==> src/hw/rtl/lpfr_pkg.sv <==
`timescale 1ns / 1ps
package lpfr_pkg;
	localparam int CAPACITY = 4096;
	localparam int AW = $clog2(CAPACITY);
	localparam int OW = AW + 1;
	localparam int PREFIX = 4;
	localparam int QDEPTH = 2;

	typedef enum logic [1:0] {
		K_BEGIN_WR = 2'd0,
		K_WR_BYTE  = 2'd1,
		K_BEGIN_RD = 2'd2,
		K_RD_BYTE  = 2'd3
	} kind_t;

	localparam logic [2:0] ST_OK = 3'd0;
	localparam logic [2:0] ST_DROP = 3'd1;
	localparam logic [2:0] ST_EMPTY = 3'd2;
	localparam logic [2:0] ST_NOFIT = 3'd3;
	localparam logic [2:0] ST_SEQ = 3'd4;

	typedef struct packed {
		logic [1:0]  kind;
		logic [15:0] frame_length;
		logic [7:0]  data_byte;
		logic [15:0] out_capacity;
	} item_t;

	typedef struct packed {
		logic [2:0]  status;
		logic [11:0] read_length;
		logic [7:0]  read_byte;
		logic        last_byte;
		logic [12:0] used_bytes;
		logic [31:0] dropped_count;
	} result_t;

	// advance a ring position by one with wrap at the ring size
	function automatic logic [AW-1:0] adv1(input logic [AW-1:0] p, input logic [OW-1:0] rs);
		logic [OW-1:0] n;
		begin
			n = {1'b0, p} + OW'(1);
			if (n >= rs) n = '0;
			adv1 = n[AW-1:0];
		end
	endfunction
endpackage

==> src/hw/rtl/lpfr_queue.sv <==
`timescale 1ns / 1ps
module lpfr_queue import lpfr_pkg::*; (
	input  logic  clk,
	input  logic  arst_n,
	input  logic  in_valid,
	output logic  in_stall,
	input  item_t in_item,
	output logic  out_valid,
	input  logic  out_take,
	output item_t out_item
);
	item_t slot_q [QDEPTH];
	logic [$clog2(QDEPTH)-1:0] wp_q, rp_q;
	logic [$clog2(QDEPTH):0] cnt_q;
	logic push, pop;

	assign in_stall = (cnt_q == ($clog2(QDEPTH)+1)'(QDEPTH));
	assign out_valid = (cnt_q != '0);
	assign out_item = slot_q[rp_q];
	assign push = in_valid && !in_stall;
	assign pop = out_valid && out_take;

	// item storage
	always_ff @(posedge clk) begin
		if (push) slot_q[wp_q] <= in_item;
	end

	// pointers and fill count
	always_ff @(posedge clk or negedge arst_n) begin
		if (!arst_n) begin
			wp_q <= '0;
			rp_q <= '0;
			cnt_q <= '0;
		end else begin
			if (push) wp_q <= wp_q + 1'b1;
			if (pop) rp_q <= rp_q + 1'b1;
			if (push && !pop) cnt_q <= cnt_q + 1'b1;
			else if (pop && !push) cnt_q <= cnt_q - 1'b1;
		end
	end
endmodule

==> config.mk <==
export PLATFORM = sky130hd
export DESIGN_NAME = lpfr_queue
export DESIGN_NICKNAME = d
export VERILOG_FILES = /design/src/hw/rtl/lpfr_pkg.sv /design/src/hw/rtl/lpfr_queue.sv
export SDC_FILE = /design/constraint.sdc
export NUM_CORES = 1
export LEC_CHECK = 0
export ABC_AREA = 1
export ABC_CLOCK_PERIOD_IN_PS = 2700
export BUFFER_PORTS_ARGS = -buffer_cell sky130_fd_sc_hd__clkbuf_2
export CAP_MARGIN = 20
export CORE_MARGIN = 2
export CORE_UTILIZATION = 49
export CTS_BUF_LIST = sky130_fd_sc_hd__clkbuf_8
export CTS_CLUSTER_SIZE = 20
export DETAILED_ROUTE_END_ITERATION = 8
export PLACE_DENSITY = 0.78
export SLEW_MARGIN = 20
export SYNTH_ARGS = -nofsm -noshare
export SYNTH_HDL_FRONTEND = slang
export SYNTH_SLANG_ARGS = --single-unit
export TNS_END_PERCENT = 1
==> constraint.sdc <==
create_clock -name clk -period 2.7 [get_ports clk]
set_input_delay 0.27 -clock clk [delete_from_list [all_inputs] [get_ports clk]]
set_output_delay 0.27 -clock clk [all_outputs]
set_load 0.05 [all_outputs]
==> summary.md <==
| Metric | Value |
|---|---|
| Outcome | `finished clean` |
| Die Y | `86.4 um` |
| Fin crit period | `2100 ps` |
| Startpoint Class | `register` |
| Layout Utilization | `60.4%` |
| Skew final | `5.82 ps` |
| H-tree depth | `3` |
| CP max FO | `29` |
| WS Path Type | `reg -> out` |
| Skew-Pair Late Insertion Delay | `330 ps` |
| Fillers | `551` |
| First-pass GRT wire length | `9520 um` |
| Final-report hold violation count | `0` |
| Global route total overflow | `0` |
| Cells after DPL | `414` |
| Area Overhead vs Synth | `21.1%` |
| Synth top area share | `between 70% and 80%` |
| Mux cell area share after synthesis | `0%` |
| Simple-gate share of the synthesized area | `16.8%` |
| Setup Buffers After CTS | `0` |
| Ports | `90` |
| Post-route antenna net violation count | `0` |
| CTS buffer count | `9` |
| Core area | `6680 um2` |
| Gp weighted congestion | `0.653` |
| Top cells by area in the synthesized netlist | `edfxtp_1 76%, nand2_1 15%, dfrtp_1 3.0%, buf_6 1.7%, buf_4 0.90%` |
| Number of diodes | `0` |
| Flip-flop and latch area | `2620 um2` |
| Initial DRT Pass Iterations | `4` |
| Row count | `30` |
| Violation count after the first detailed-route iteration | `97` |
| Highest Clock Rate | `roughly 480 MHz` |
| TritonCTS clock tree | `yes` |
| Syn Area/Cell | `13.3 um2` |
| Reg clk slew, reported paths | `80 ps` |
| Syn Nets | `298` |
| Largest family of logic cells by synthesized area | `simple AND/OR/NAND/NOR gates` |
| Worst-Margin Slew | `577 ps` |
| Net count, final | `~390` |
| Root Buffer | `clkbuf_8` |
| Post-synthesis compound-gate area fraction | `0.150%` |
| Synthesized cell area | `3330 um2` |
| Clock Tree Buf Depth | `2` |
| Post-Synth XOR/XNOR Area | `0.263%` |
| Layout cells sized above 1 | `32.2%` |
| Fin Setup TNS | `0 ps` |
| Slew Viols, Final | `0` |
| Post-Layout Cell Count | `between 400 and 500` |
| Worst min path class | `in -> reg` |
| Die Wd | `86.4 um` |
| Largest net degree at the start of global routing | `44` |
| Routed Wire Length | `around 5800 um` |
| CP arrival | `~1800 ps` |
| Area leader, netlist | `edfxtp_1` |
| Routed vias | `2047` |
| Vias in the first global route | `~2100` |
| Initial core utilization | `around 50%` |
| Unrepaired setup endpoints after global routing | `false` |
| Adder-cell share of the synthesized area | `0.376%` |
| Ys Warns | `0` |
| Seq/Total Area, Yosys | `78.8%` |
| Synth cell types | `17` |
| Slew HR | `61.5%` |
| DP HPWL | `3820 um` |
| Fin crit share | `77.9%` |
| DRC | `0` |
| Final setup fails | `0` |
| Gr usage total | `16.9%` |
| Yosys reg bits | `88` |
| Die ar. | `roughly 7500 um2` |
| Initial antenna violation count | `0` |
| DR vias/cell | `4.75` |
| CTS Sinks | `88` |
| Multi-input gate area | `593 um2` |
| Max cap viols | `0` |
| IO Port Bufs | `89` |
| Cells after synthesis | `251` |
| CP required | `between 2000 and 2500 ps` |
| Routed wire length per instance | `between 10 and 15 um` |
| Element type at the critical path end | `output port` |
## registers in the layout, summed over array words and instances, names as in the netlist
| name | cells |
|---|---|
| slot_q | 84 |
| cnt_q | 2 |
| rp_q | 1 |
| wp_q | 1 |
## critical path: stages, from the launching register on
cell      delay, ps
dfrtp_2         740
buf_4           320
nand2_1          80
nand2_1          90
clkbuf_2        280
## path summary, 6_finish.rpt
path | start | end | slack [ps] | cells after the start
min in group asynchronous | arst_n | cnt_q[1]$_DFFE_PN0P_ | 260 | 2
hold / removal | in_item[8] | slot_q[1][8]$_DFFE_PP_ | 120 | 1
max in group asynchronous | arst_n | rp_q$_DFFE_PN0P_ | 2300 | 2
setup / recovery | rp_q$_DFFE_PN0P_ | out_item[36] | 600 | 4
hold reg to reg | cnt_q[1]$_DFFE_PN0P_ | cnt_q[1]$_DFFE_PN0P_ | 490 | 2
setup reg to reg | cnt_q[1]$_DFFE_PN0P_ | slot_q[1][15]$_DFFE_PP_ | 970 | 4
## stage by stage
stage          hold slack [ps]  instance area [um2]  setup slack [ps]
5_1_grt                    103                 4030               446
4_1_cts                    102                 4030               554
6_report                   120                 4030               597
3_5_place_dp              81.9                 3840               931
3_3_place_gp              82.5                 3840               953
2_1_floorplan            -25.6                 3330               580
## cell type report
class,instances,share of cell area (%)
tap,80,2.48
timing repair buffer,93,12.5
sequential,88,65.1
clock inverter,7,1.33
inverter,8,0.869
multi-input combinational,146,14.7
clock buffer,9,3.07
## cells by family (layout without fill, tap and decap cells)
group           Yosys count  in the layout
simple gates            143            143
flops                    88             88
buf+inv                  17            117
fa+ha+maj                 1              1
compound gates            1              1
xor+xnor                  1              1
## placed cells by master (no fill, tap or decap)
cell type,instances
nor2_2,1
nor2_4,2
nand4_1,1
nand3_1,2
inv_1,6
inv_2,2
edfxtp_1,84
dlygate4sd3_1,1
clkinv_2,1
ha_1,1
clkbuf_8,9
xnor2_1,1
o21ai_0,1
nand2_1,134
clkbuf_2,89
buf_12,2
buf_4,1
inv_6,1
dfrtp_2,1
bufinv_16,1
clkinv_1,4
nand2_2,3
dfrtp_1,3
## per-layer routing
metal	GRT usage, %	vias up	share of wire (%)
met1	19.9	948	41
met3	5.05	11	7.4
met5	0	-	0
met2	28.3	65	50
met4	8.10	0	1.8
li1	-	1023	-
## repair_timing
action,4_1_cts,5_1_grt
hold buffers,1,0
hold endpoints to repair,4,0
resized for setup,0,0
## Yosys cell counts
cell type	instances
nand2_1	134
nand3_1	2
nand2_2	3
nor2_1	1
nand4_1	1
edfxtp_1	84
o21ai_0	1
buf_4	4
nor2_2	1
inv_6	1
inv_2	1
inv_1	6
dfrtp_1	4
buf_6	5
ha_1	1
xnor2_1	1
nor2_4	1
Power is left out: the tool's default activity adds up to more than one toggle a clock period on the data nets, which glitch-free logic cannot reach.
